===== config.mk =====
export PLATFORM = sky130hd
export DESIGN_NAME = tmpw_ctrl
export DESIGN_NICKNAME = d
export VERILOG_FILES = /design/src/hdl/tmpw_pkg.sv /design/src/hdl/tmpw_ctrl.sv
export SDC_FILE = /design/constraint.sdc
export NUM_CORES = 1
export LEC_CHECK = 0
export BUFFER_PORTS_ARGS = -buffer_cell sky130_fd_sc_hd__buf_2
export CORE_MARGIN = 2
export CORE_UTILIZATION = 45
export CTS_BUF_LIST = sky130_fd_sc_hd__clkbuf_2 sky130_fd_sc_hd__clkbuf_4 sky130_fd_sc_hd__clkbuf_8
export CTS_CLUSTER_SIZE = 12
export DETAILED_ROUTE_END_ITERATION = 10
export PLACE_DENSITY_LB_ADDON = 0.15
export SLEW_MARGIN = 5
export SYNTH_ARGS = -nofsm -noshare
export SYNTH_HDL_FRONTEND = slang
export SYNTH_SLANG_ARGS = --single-unit

===== constraint.sdc =====
create_clock -name i_clk -period 1.7 [get_ports i_clk]
set_input_delay 0.17 -clock i_clk [delete_from_list [all_inputs] [get_ports i_clk]]
set_output_delay 0.17 -clock i_clk [all_outputs]
set_load 0.03 [all_outputs]

===== src/hdl/tmpw_pkg.sv =====
// Shared types and constants for the tetrahedral mesh point walk unit.
package tmpw_pkg;

    // input word commands
    localparam logic [1:0] CMD_NODE  = 2'd0;
    localparam logic [1:0] CMD_CORN  = 2'd1;
    localparam logic [1:0] CMD_NBR   = 2'd2;
    localparam logic [1:0] CMD_QUERY = 2'd3;

    // configuration register select (paddr bit 2)
    localparam logic REG_EPS   = 1'b0;
    localparam logic REG_ELEMS = 1'b1;

    localparam logic [15:0] EPS_RESET   = 16'd66;
    localparam logic [12:0] ELEMS_RESET = 13'd4096;

    // multiplier operand select
    localparam logic [1:0] MUL_BC = 2'd0;
    localparam logic [1:0] MUL_CB = 2'd1;
    localparam logic [1:0] MUL_AX = 2'd2;

    // accumulator operations
    localparam logic [1:0] ACC_HOLD = 2'd0;
    localparam logic [1:0] ACC_CLR  = 2'd1;
    localparam logic [1:0] ACC_ADD  = 2'd2;

    typedef struct packed {
        logic signed [15:0] x;
        logic signed [15:0] y;
        logic signed [15:0] z;
    } t_point;

    typedef struct packed {
        logic       take;
        logic       q_ld;
        logic       corn_rd;
        logic       node_rd;
        logic [1:0] node_slot;
        logic       node_cap;
        logic [1:0] cap_slot;
        logic [2:0] det_sel;
        logic [1:0] axis;
        logic [1:0] mul_sel;
        logic       prod_en;
        logic       tmp_ld;
        logic       cross_ld;
        logic [1:0] acc_op;
        logic       det_st;
        logic       eps_ld;
        logic       elem_mv;
        logic       step_inc;
        logic       res_ld;
        logic       res_inside;
    } t_ctl;

    typedef struct packed {
        logic in_query;
        logic stop_top;
        logic s_zero;
        logic all_ok;
        logic can_move;
        logic out_free;
    } t_sts;

endpackage


===== src/hdl/tmpw_ctrl.sv =====
// Controller: sequences loads, element fetch, determinant steps and the walk.
module tmpw_ctrl (
    input  logic           i_clk,
    input  logic           i_rst_n,
    input  logic           i_in_valid,
    output logic           o_in_ready,
    input  tmpw_pkg::t_sts i_sts,
    output tmpw_pkg::t_ctl o_ctl
);
    import tmpw_pkg::*;

    localparam logic [2:0] ST_IDLE = 3'd0;
    localparam logic [2:0] ST_TOP  = 3'd1;
    localparam logic [2:0] ST_NODE = 3'd2;
    localparam logic [2:0] ST_DET  = 3'd3;
    localparam logic [2:0] ST_EVAL = 3'd4;
    localparam logic [2:0] ST_DONE = 3'd5;

    localparam logic [3:0] U_FIN   = 4'd12;
    localparam logic [3:0] U_STORE = 4'd13;
    localparam logic [2:0] DET_LAST = 3'd4;

    logic [2:0] r_state, n_state;
    logic [3:0] r_cnt, n_cnt;
    logic [2:0] r_det, n_det;
    logic       r_inside, n_inside;

    always_ff @(posedge i_clk) begin
        if (!i_rst_n) begin
            r_state  <= ST_IDLE;
            r_cnt    <= '0;
            r_det    <= '0;
            r_inside <= 1'b0;
        end else begin
            r_state  <= n_state;
            r_cnt    <= n_cnt;
            r_det    <= n_det;
            r_inside <= n_inside;
        end
    end

    always_comb begin
        n_state    = r_state;
        n_cnt      = r_cnt;
        n_det      = r_det;
        n_inside   = r_inside;
        o_ctl      = '0;
        o_in_ready = 1'b0;
        unique case (r_state)
            ST_IDLE: begin
                o_in_ready = 1'b1;
                if (i_in_valid) begin
                    o_ctl.take = 1'b1;
                    if (i_sts.in_query) begin
                        o_ctl.q_ld = 1'b1;
                        n_state    = ST_TOP;
                    end
                end
            end
            ST_TOP: begin
                if (i_sts.stop_top) begin
                    n_inside = 1'b0;
                    n_state  = ST_DONE;
                end else begin
                    o_ctl.corn_rd = 1'b1;
                    n_cnt         = '0;
                    n_state       = ST_NODE;
                end
            end
            ST_NODE: begin
                // read node k while capturing node k-1
                o_ctl.node_rd   = (r_cnt < 4'd4);
                o_ctl.node_slot = r_cnt[1:0];
                o_ctl.node_cap  = (r_cnt != 4'd0);
                o_ctl.cap_slot  = 2'(r_cnt - 4'd1);
                if (r_cnt == 4'd4) begin
                    n_cnt   = '0;
                    n_det   = '0;
                    n_state = ST_DET;
                end else begin
                    n_cnt = r_cnt + 4'd1;
                end
            end
            ST_DET: begin
                o_ctl.det_sel = r_det;
                o_ctl.axis    = r_cnt[3:2];
                n_cnt         = r_cnt + 4'd1;
                priority if ((r_det == 3'd1) && (r_cnt == 4'd0) && i_sts.s_zero) begin
                    n_inside = 1'b0;
                    n_state  = ST_DONE;
                end else if (r_cnt < U_FIN) begin
                    o_ctl.eps_ld = (r_det == 3'd1) && (r_cnt == 4'd0);
                    unique case (r_cnt[1:0])
                        2'd0: begin
                            o_ctl.mul_sel = MUL_BC;
                            o_ctl.prod_en = 1'b1;
                            o_ctl.acc_op  = (r_cnt[3:2] == 2'd0) ? ACC_CLR : ACC_ADD;
                        end
                        2'd1: begin
                            o_ctl.tmp_ld  = 1'b1;
                            o_ctl.mul_sel = MUL_CB;
                            o_ctl.prod_en = 1'b1;
                        end
                        2'd2: begin
                            o_ctl.cross_ld = 1'b1;
                        end
                        default: begin
                            o_ctl.mul_sel = MUL_AX;
                            o_ctl.prod_en = 1'b1;
                        end
                    endcase
                end else if (r_cnt == U_FIN) begin
                    o_ctl.acc_op = ACC_ADD;
                end else begin
                    o_ctl.det_st = 1'b1;
                    n_cnt        = '0;
                    if (r_det == DET_LAST) begin
                        n_state = ST_EVAL;
                    end else begin
                        n_det = r_det + 3'd1;
                    end
                end
            end
            ST_EVAL: begin
                priority if (i_sts.all_ok) begin
                    n_inside = 1'b1;
                    n_state  = ST_DONE;
                end else if (i_sts.can_move) begin
                    o_ctl.elem_mv  = 1'b1;
                    o_ctl.step_inc = 1'b1;
                    n_state        = ST_TOP;
                end else begin
                    n_inside = 1'b0;
                    n_state  = ST_DONE;
                end
            end
            ST_DONE: begin
                if (i_sts.out_free) begin
                    o_ctl.res_ld     = 1'b1;
                    o_ctl.res_inside = r_inside;
                    n_state          = ST_IDLE;
                end
            end
            default: begin
                n_state = ST_IDLE;
            end
        endcase
    end

endmodule


==> results.md, run 1 <==
- GRT Util Overall: 25.5%
- TritonCTS buffer count: 3
- Final Hold Viols: 0
- Nets: 218
- Clk_skew: 0.00483 ns
- Via count: ~1400
- Final min period: 1.97 ns
- Final RePlAce weighted congestion: 0.812
- DRC: 0
- Crit Reg-Reg Endpoint: r_state[1]
- Hold WC Path Type: input pin to flip-flop
- Post-detail-place hpwl: 2.27 mm
- Hold Buf Count CTS: 0
- # fillers: between 150 and 200
- Reg2reg setup slack: -0.19 ns
- Fmax: 0.509 GHz
- Post-synth ARST share: 0%
- Wire per inst: approximately 18 um
- RSZ-0062 raised after global routing: yes
- Die Y-Extent: 51.3 um
- CP arrival: 1.80 ns
- Maximum buffer depth of the clock tree: 2
- Pre-CTS setup slack: -0.0409 ns
- Post-Syn Nets: 151
- Worst path cell trace: inv_4 > ha_4 > nor3b_4 > a41o_1 > a21oi_4 > nor2b_4 > buf_6
- Critical Path Fanout Max: 5
- Chip width: 51.3 um
- Area contributors post-synth: dfxtp_1 (22%), ha_1 (11%), nor2_1 (5.6%)
- Register area share after synthesis: a little over a fifth
- CP max stage cell: dfxtp_2
- Synth Warn #: 0
- Setup CP Type: flip-flop to output pin
- WL final: 4.02 mm
- Layout cell share with drive strength beyond 1: approximately 55%
- 1st-iter DRT viols: 50
- CP top delay family: compound AO/OA/AOI/OAI gates
- Netlist cell types: 44
- Worst VDD drop: 1.20 mV
- Seq cells post-synth: 11
- Top cell type's share of synthesized area: between 20% and 30%
- Final setup fails: 13
- Post-synth top area cell: dfxtp_1
- Vias in the first global route: roughly 1100
- Largest net degree at the start of global routing: 17
- Clock-pin slew on the worst setup and hold paths: 0.07 ns
- # rows: 17
- Initial antenna violation count: 0
- PnR Total Power: 0.00228 W
- Leak Pwr: 0.782 nW
- Critical path startpoint category: flip-flop
- CTS tree: built
- Area growth syn-to-layout: 68.9%
- Top Ports: 37
- Vias/cell: 6.10
- Slew Limit Headroom: 71.4%
- Ys flop type: dfxtp_1
- First-pass GRT wire length: about 5.1 mm
- Worst EP required: 1.53 ns
- Post-synth EDFFs: 0
- Root buf cell: clkbuf_4
- R2R depth: 7
- Count of input and output buffers: 36
- Layout Utilization: 78.4%
- Failing checks: setup timing
- Hold Crit Start: i_rst_n
- Initial DRT Pass Iterations: 5
- WHS Path Cells: 2
- CP bufs+invs: 2
- Worst hold path endpoint: r_inside
- Status: complete, but fails checks
- Grt ovf: 0
- Cell Area, Synth: 1010 um^2
- Max Slew Vio Count: 0
- Core box area: 2170 um^2
- Final setup margin: -0.266 ns
- CP max stage delay: 0.36 ns
- # H-tree levels: 1
- DRT antenna net count: 0
- # diodes: 0
- MaxCap Viol Count: 0
- CP Capture Type: output pin
- P per Cell Area: 1340 nW/um^2
- Synthesized netlist cell count: approximately 130
- Layout Cells excl Fill: around 230
- Clock Sinks: 11
- Dpl cells: between 200 and 250
- Final Cycle Share: 116%
- Die area: 2630 um^2
- Initial core utilization: 46.4%
- Post-synthesis area per instance: 7.57 um^2
- Worst reg2reg path startpoint: r_cnt[1]
- Slew @ Worst Pin: 0.424 ns
- Worst-skew pair later-pin latency: 0.28 ns
## area by class of cell
class / count / area, um^2 / area share (%)
Multi-Input combinational cell: 106 / 871 / 51.2
Timing Repair Buffer: 71 / 512 / 30.1
Sequential cell: 11 / 225 / 13.2
Tap cell: 28 / 35.0 / 2.06
Clock buffer: 4 / 30.0 / 1.76
Inverter: 7 / 28.8 / 1.69
## repair_timing
item	in CTS	in global routing
hold endpoints to repair	0	0
gates resized for setup	32	16
endpoints found under the setup margin	18	22
buffers inserted	7	16
pin swaps	11	13
## cell usage after synthesis (2+ instances only)
cell type,count
nand4b_1,2
and3_1,5
dfxtp_1,11
buf_2,3
nor3_1,5
ha_1,9
o31ai_1,2
nand2_1,10
nor3b_1,5
o21ai_0,5
nor2_1,15
nor2b_1,2
nand3b_1,3
inv_1,7
nand2b_1,3
mux2i_1,2
buf_4,2
a21oi_1,7
and2_1,8
clkbuf_1,3
## routing by layer
layer	vias up	global-route usage, %	share of wire, %
li1	612	-	-
met1	639	27.9	36
met2	104	48.5	51
met3	30	7.31	7.3
met4	0	4.82	5.3
met5	-	0	0
## cells by family after synthesis
kind of cell / after synthesis / share of synthesized area, %
simple gates: 64 / 35.5
compound gates: 31 / 22.4
mux: 2 / 1.99
buf+inv: 16 / 7.08
flops: 11 / 21.9
fa+ha+maj: 9 / 11.2
## stage by stage
stage	instance area (um^2)	hold slack [ns]	setup TNS (ns)
finish	1700	0.199	-2.15
floorplan	1070	0.396	-0.0569
CTS	1560	0.194	-1.12
global placement	1370	0.479	0
detailed placement	1370	0.479	-0.204
global route	1700	0.203	-3.11
## how the worst max path moves through the flow
stage	start	endpoint	slack, ns	cells after the start
3_5_place_dp	r_cnt[1]	o_ctl[12]	-0.04	7
2_1_floorplan	r_state[0]	o_ctl[0]	-0.03	4
4_1_cts	r_cnt[0]	o_ctl[10]	-0.19	7
3_3_place_gp	r_cnt[1]	o_ctl[10]	0.04	7
5_1_grt	r_cnt[1]	o_ctl[9]	-0.32	7
6_report	r_cnt[0]	o_ctl[10]	-0.27	7
## flip-flops by register name, summed over array words and instances, names as in the netlist
name      count
r_cnt         4
r_det         3
r_inside      1
r_state       3
## report_power, final
| group | total [W] | internal, W | switching (W) |
|---|---|---|---|
| Clock | 0.000206 | 0.000107 | 0.0000994 |
| Combinational | 0.00173 | 0.000759 | 0.000967 |
| Sequential | 0.000349 | 0.000308 | 0.0000412 |
## cells in the final DEF (no fill, tap or decap), drive strengths merged, types with 2 or more instances in the layout
master,count
buf,70
nor2,15
dfxtp,11
nand2,10
ha,9
and2,8
inv,7
a21oi,7
clkbuf,5
and3,5
o21ai,5
nor3,5
nor3b,5
nand3b,3
nand2b,3
nor2b,2
nand4b,2
mux2i,2
o31ai,2
No activity file was read; power rests on OpenSTA's default activity.
==> inputs of run 2 (changes only) <==
CORE_UTILIZATION = 44   (was 45)
CTS_BUF_LIST = sky130_fd_sc_hd__clkbuf_16   (was sky130_fd_sc_hd__clkbuf_2 sky130_fd_sc_hd__clkbuf_4 sky130_fd_sc_hd__clkbuf_8)
==> run 2 against run 1 <==
The flow still finishes with violations (setup timing). Global-route usage grew 0.71 points. Cell count fell by 4.8%. First-iteration DRC count down 56%. Cell area down 4.9%. Maximum frequency is 3.6% higher. Register-to-register slack improved by 0.06 ns. Wire length fell by 14%. Die area rose by 2.1%. Combinational power is 16% lower. Sequential cell count stayed put. Critical endpoint unchanged. Largest power group unchanged.
==> results.md, run 2 (synthesized netlist as in run 1, its figures left out) <==
- Status: complete, but fails checks
- Failing checks: setup timing
- CP max stage delay: 0.33 ns (-0.03 ns)
- CP top delay family: compound AO/OA/AOI/OAI gates
- Initial core utilization: 46.0% (-0.45 points)
- DRC: 0 (unchanged)
- Post-detail-place hpwl: 2.24 mm (-1.4%)
- Top Ports: 37 (unchanged)
- Final setup fails: 12 (-1)
- Final setup margin: -0.199 ns (+0.0675 ns)
- CP bufs+invs: 2 (unchanged)
- Critical Path Fanout Max: 5 (unchanged)
- Max FFs per register: 4 (unchanged)
- # diodes: 0 (unchanged)
- Clock Sinks: 11 (unchanged)
- Die area: 2690 um^2 (+2.1%)
- Grt met3 use: 6.61% (-0.70 points)
- P per Cell Area: 1390 nW/um^2 (+4.0%)
- Grt met1 use: 30.2% (+2.3 points)
- CTS tree: built
- RSZ-0062 raised after global routing: yes
- Final Cycle Share: 112% (-4.0 points)
- Clk_skew: 0.00214 ns (-0.00269 ns)
- Initial antenna violation count: 0 (unchanged)
- First-pass GRT wire length: 5.24 mm (+3.6%)
- Setup CP Type: flip-flop to output pin
- Largest net degree at the start of global routing: 17 (unchanged)
- Internal power: 0.00123 W (+4.8%)
- Top flop regs: r_cnt x4, r_det x3, r_state x3
- Root buf cell: clkbuf_16
- Hold WC Path Type: input pin to flip-flop
- # H-tree levels: 1 (unchanged)
- Worst EP required: 1.53 ns (about the same)
- Sw frac: 45.5% (-3.1 points)
- Fmax: 0.527 GHz (+3.6%)
- Critical path startpoint category: flip-flop
- Final min period: 1.90 ns (-0.0675 ns)
- Layout cell share with drive strength beyond 1: 50.5% (-4.2 points)
- Worst VDD drop: 0.907 mV (-25%)
- Vias/cell: 5.66 (-7.2%)
- Sw power: 0.00103 W (-7.4%)
- Nets: 207 (-5.0%)
- Chip width: 51.8 um (+1.0%)
- Worst-skew pair later-pin latency: 0.24 ns (-0.04 ns)
- Die Y-Extent: 51.8 um (+1.0%)
- Max Slew Vio Count: 0 (unchanged)
- WL final: 3.44 mm (-14%)
- GRT Util Overall: 26.2% (+0.71 points)
- Slew Limit Headroom: 66.3% (-5.1 points)
- CP arrival: 1.73 ns (-0.07 ns)
- Leak Pwr: 0.760 nW (-2.8%)
- MaxCap Viol Count: 0 (unchanged)
- Sequential Power Share: 15.5% (+0.2 points)
- 1st-iter DRT viols: 22 (-56%)
- GR peak layer: met2
- Comb pwr share: 64.9% (-11 points)
- Maximum buffer depth of the clock tree: 2 (unchanged)
- # rows: 17 (unchanged)
- TritonCTS buffer count: 3 (unchanged)
- Final Hold Viols: 0 (unchanged)
- Clock-pin slew on the worst setup and hold paths: 0.04 ns (-0.03 ns)
- Slew @ Worst Pin: 0.500 ns (+0.0763 ns)
- Hold Buf Count CTS: 0 (unchanged)
- Global-route met2 utilization: 46.8% (-1.6 points)
- Via count: 1223 (-12%)
- Worst path cell trace: inv_2 > ha_4 > nor3b_4 > a41o_1 > a21oi_2 > nor2b_4 > buf_6
- Count of input and output buffers: 36 (unchanged)
- Vias in the first global route: 1127 (+2.0%)
- PnR Total Power: 0.00226 W (-1.1%)
- # fillers: 148 (-5.1%)
- Reg with most FFs: r_cnt
- DRT antenna net count: 0 (unchanged)
- Commonest non-fill, non-tap cell in the layout: buf_2
- Final RePlAce weighted congestion: 0.867 (+6.7%)
- CP max stage cell: dfxtp_2
- CP Capture Type: output pin
- Layout Utilization: 73.8% (-4.6 points)
- Grt ovf: 0 (unchanged)
- Initial DRT Pass Iterations: 4 (-1)
- Wire per inst: 15.9 um (-10%)
- Area growth syn-to-layout: 60.6%
- Most frequent cells in the layout: buf_2 (28), buf_4 (23), nor2_1 (14), nand2_1 (9)
- Clock power frac: 19.6% (+11 points)
- Core box area: 2190 um^2 (+0.98%)
==> run 2: final cells by class <==
type,count,area [um^2],area share (%)
tap,28,35.0,2.17
clock inverter,1,5.00,0.309
multi-input combinational,106,842,52.0
inverter,7,26.3,1.62
clock buffer,3,75.1,4.64
timing repair buffer,60,410,25.4
sequential,11,224,13.8
==> run 2: power by group through the flow <==
stage	clock network (W)	registers [W]	logic [W]
after floorplan	0	0.000356	0.000914
after global placement	0	0.000351	0.00128
after detailed placement	0	0.000353	0.00131
after CTS	0.000441	0.000349	0.00136
after global routing	0.000463	0.000357	0.00157
final	0.000442	0.000350	0.00146
==> run 2: per-layer routing <==
metal	vias to the layer above	share of wire [%]
met1	579	39
met5	-	0
li1	591	-
met2	41	53
met4	0	3.0
met3	12	5.1
==> run 2: final timing paths <==
| check | start | slack (ns) | cells past startpoint | endpoint |
|---|---|---|---|---|
| min reg2reg | r_det[1] | 0.51 | 2 | r_det[1] |
| min | i_rst_n | 0.24 | 2 | r_inside |
| max reg2reg | r_cnt[1] | -0.13 | 8 | r_det[2] |
| max | r_cnt[1] | -0.20 | 7 | o_ctl[10] |
==> run 2: through the flow <==
step	hold WS (ns)	cell area, um^2	std cells	setup slack (ns)	TNS (ns)
after global routing	0.239	1620	216	-0.278	-2.38
after CTS	0.231	1550	215	-0.126	-0.665
after global placement	0.475	1370	205	0.0373	0
after detailed placement	0.483	1370	205	-0.0493	-0.212
after floorplan	0.396	1070	133	-0.0300	-0.0569
final	0.236	1620	216	-0.199	-1.42
==> run 2: timing repair <==
item	CTS	global route
endpoints found under the setup margin	9	21
buffers inserted	6	4
cloned	0	0
resized for setup	19	18
pin swaps	7	12
==> inputs of run 3 (changes only) <==
BUFFER_PORTS_ARGS = -buffer_cell sky130_fd_sc_hd__buf_4   (was -buffer_cell sky130_fd_sc_hd__buf_2)
==> run 3 against run 2 <==
The flow still finishes with violations (setup timing). Wire length is 4.9% higher. Combinational power is 8% higher. Sequential share of layout area is 0.69 points lower. Total power is 5.0% higher. Maximum frequency is 1.1% higher. Global-route usage is 0.27 points lower. Cell area is 4.6% higher. Register-to-register slack hardly changed. Sequential cell count stayed put. Critical endpoint unchanged. Largest cell class unchanged. Largest power group unchanged.
==> results.md, run 3 (synthesized netlist as in run 1, its figures left out) <==
- Max Slew Vio Count: 0 (unchanged)
- Reg with most FFs: r_cnt
- CTS tree: built
- DRT antenna net count: 0 (unchanged)
- Placed Area: 1460 um^2 (+6.6%)
- Commonest non-fill, non-tap cell in the layout: buf_4
- Failing checks: setup timing
- Largest net degree at the start of global routing: 17 (unchanged)
- Status: complete, but fails checks
- Nets: 209 (+0.97%)
- Die Y-Extent: 51.8 um (unchanged)
- Max FFs per register: 4 (unchanged)
- Clock Sinks: 11 (unchanged)
- Slew Limit Headroom: 62.7% (-3.6 points)
- Setup CP Type: flip-flop to output pin
- Fmax: 0.533 GHz (+1.1%)
- Top flop regs: r_cnt x4, r_det x3, r_state x3
- Vias/cell: 5.72 (+0.95%)
- First-pass GRT wire length: 5.20 mm (-0.93%)
- DRC: 0 (unchanged)
- Critical path startpoint category: flip-flop
- Area growth syn-to-layout: 68.1%
- MaxCap Viol Count: 0 (unchanged)
- Worst VDD drop: 1.04 mV (+14%)
- Clock-pin slew on the worst setup and hold paths: 0.04 ns (about the same)
- Hold Buf Count CTS: 0 (unchanged)
- CP Capture Type: output pin
- Layout cell share with drive strength beyond 1: 47.4% (-3.2 points)
- Initial core utilization: 46.0% (unchanged)
- Final setup fails: 11 (-1)
- Post-detail-place hpwl: 2.33 mm (+4.0%)
- Final min period: 1.88 ns (-0.0211 ns)
- # H-tree levels: 1 (unchanged)
- 1st-iter DRT viols: 29 (+32%)
- Core box area: 2190 um^2 (unchanged)
- Layout Utilization: 77.3% (+3.4 points)
- Final Cycle Share: 110% (-1.2 points)
- Via count: 1246 (+1.9%)
- TritonCTS buffer count: 3 (unchanged)
- Most frequent cells in the layout: buf_4 (54), nor2_1 (15), nand2_1 (10), dfxtp_1 (9)
- Worst EP required: 1.53 ns (about the same)
- Final setup margin: -0.178 ns (+0.0211 ns)
- Leak Pwr: 0.780 nW (+2.6%)
- Initial DRT Pass Iterations: 4 (unchanged)
- Slew @ Worst Pin: 0.553 ns (+0.0531 ns)
- Setup TNS: -1.28 ns (+0.143 ns)
- Clk_skew: 0.000868 ns (-0.00127 ns)
- CP arrival: 1.71 ns (-0.02 ns)
- Maximum buffer depth of the clock tree: 2 (unchanged)
- Grt ovf: 0 (unchanged)
- Design Area, Final: 1690 um^2 (+4.6%)
- WL final: 3.61 mm (+4.9%)
- Hold WC Path Type: input pin to flip-flop
- Die area: 2690 um^2 (unchanged)
- Wire per inst: 16.6 um (+3.9%)
- Chip width: 51.8 um (unchanged)
- Vias in the first global route: 1139 (+1.1%)
- PnR Total Power: 0.00237 W (+5.0%)
- Critical Path Fanout Max: 5 (unchanged)
- Final RePlAce weighted congestion: 0.814 (-6.1%)
- Root buf cell: clkbuf_16
- Final Hold Viols: 0 (unchanged)
- GRT Util Overall: 25.9% (-0.27 points)
- # diodes: 0 (unchanged)
- # rows: 17 (unchanged)
- Worst-skew pair later-pin latency: 0.24 ns (about the same)
- RSZ-0062 raised after global routing: yes
- P per Cell Area: 1400 nW/um^2 (+0.31%)
- Top Ports: 37 (unchanged)
- Count of input and output buffers: 36 (unchanged)
- Initial antenna violation count: 0 (unchanged)
run 3: cell types whose count changed in the layout (fill, tap and decap cells not counted), sizes merged:
cell | before | now
inv | 7 | 8
buf | 59 | 62
clkinv | 1 | 0
clkbuf | 4 | 3
run 3: worst paths after layout:
check                                 end  slack [ns]     start  cells past startpoint
worst max-delay path            o_ctl[10]       -0.18  r_cnt[0]                      7
worst min-delay path             r_inside        0.21   i_rst_n                      2
worst max register to register   r_det[2]       -0.12  r_cnt[0]                      7
worst min register to register   r_det[1]        0.51  r_det[1]                      2
run 3: repair_timing:
action                     4_1_cts  5_1_grt
pin swaps                        4       10
gates resized for setup         13       11
setup endpoints to repair        8       16
gates cloned                     0        0
buffers inserted                 7        5
run 3: cell type report:
class                           instances  area, um^2
Clock buffer                            3        75.1
Clock inverter                          1        3.75
Fill cell                             152         498
Inverter                                7        28.8
Multi-Input combinational cell        106         832
Sequential cell                        11         223
Tap cell                               28        35.0
Timing Repair Buffer                   62         495
run 3: critical path, stage by stage, from the launching register on:
cell and delay [ns]:
dfxtp_2 0.34, inv_4 0.04, ha_4 0.15, nor3b_4 0.15
a41o_1 0.27, a21oi_2 0.20, nor2b_4 0.19, buf_6 0.13
run 3: where the power goes:
group          switching [W]  internal [W]
clock network       0.000115      0.000309
logic               0.000873      0.000706
registers          0.0000571      0.000310
total                0.00104       0.00132
run 3: metal layers:
metal / wire length (um) / vias to the layer above / track usage [%]
li1: - / 593 / -
met1: 1410 / 590 / 30.2
met4: 72 / 0 / 7.02
met3: 174 / 12 / 6.61
met5: 0 / - / 0
met2: 1960 / 51 / 46.4
run 3: metrics by stage:
| stage | std cells | hold WS [ns] | worst slack [ns] |
|---|---|---|---|
| floorplan | 133 | 0.396 | -0.0300 |
| global placement | 205 | 0.442 | 0.0405 |
| detailed placement | 205 | 0.448 | -0.0242 |
| CTS | 216 | 0.210 | -0.128 |
| global route | 218 | 0.227 | -0.247 |
| finish | 218 | 0.210 | -0.178 |
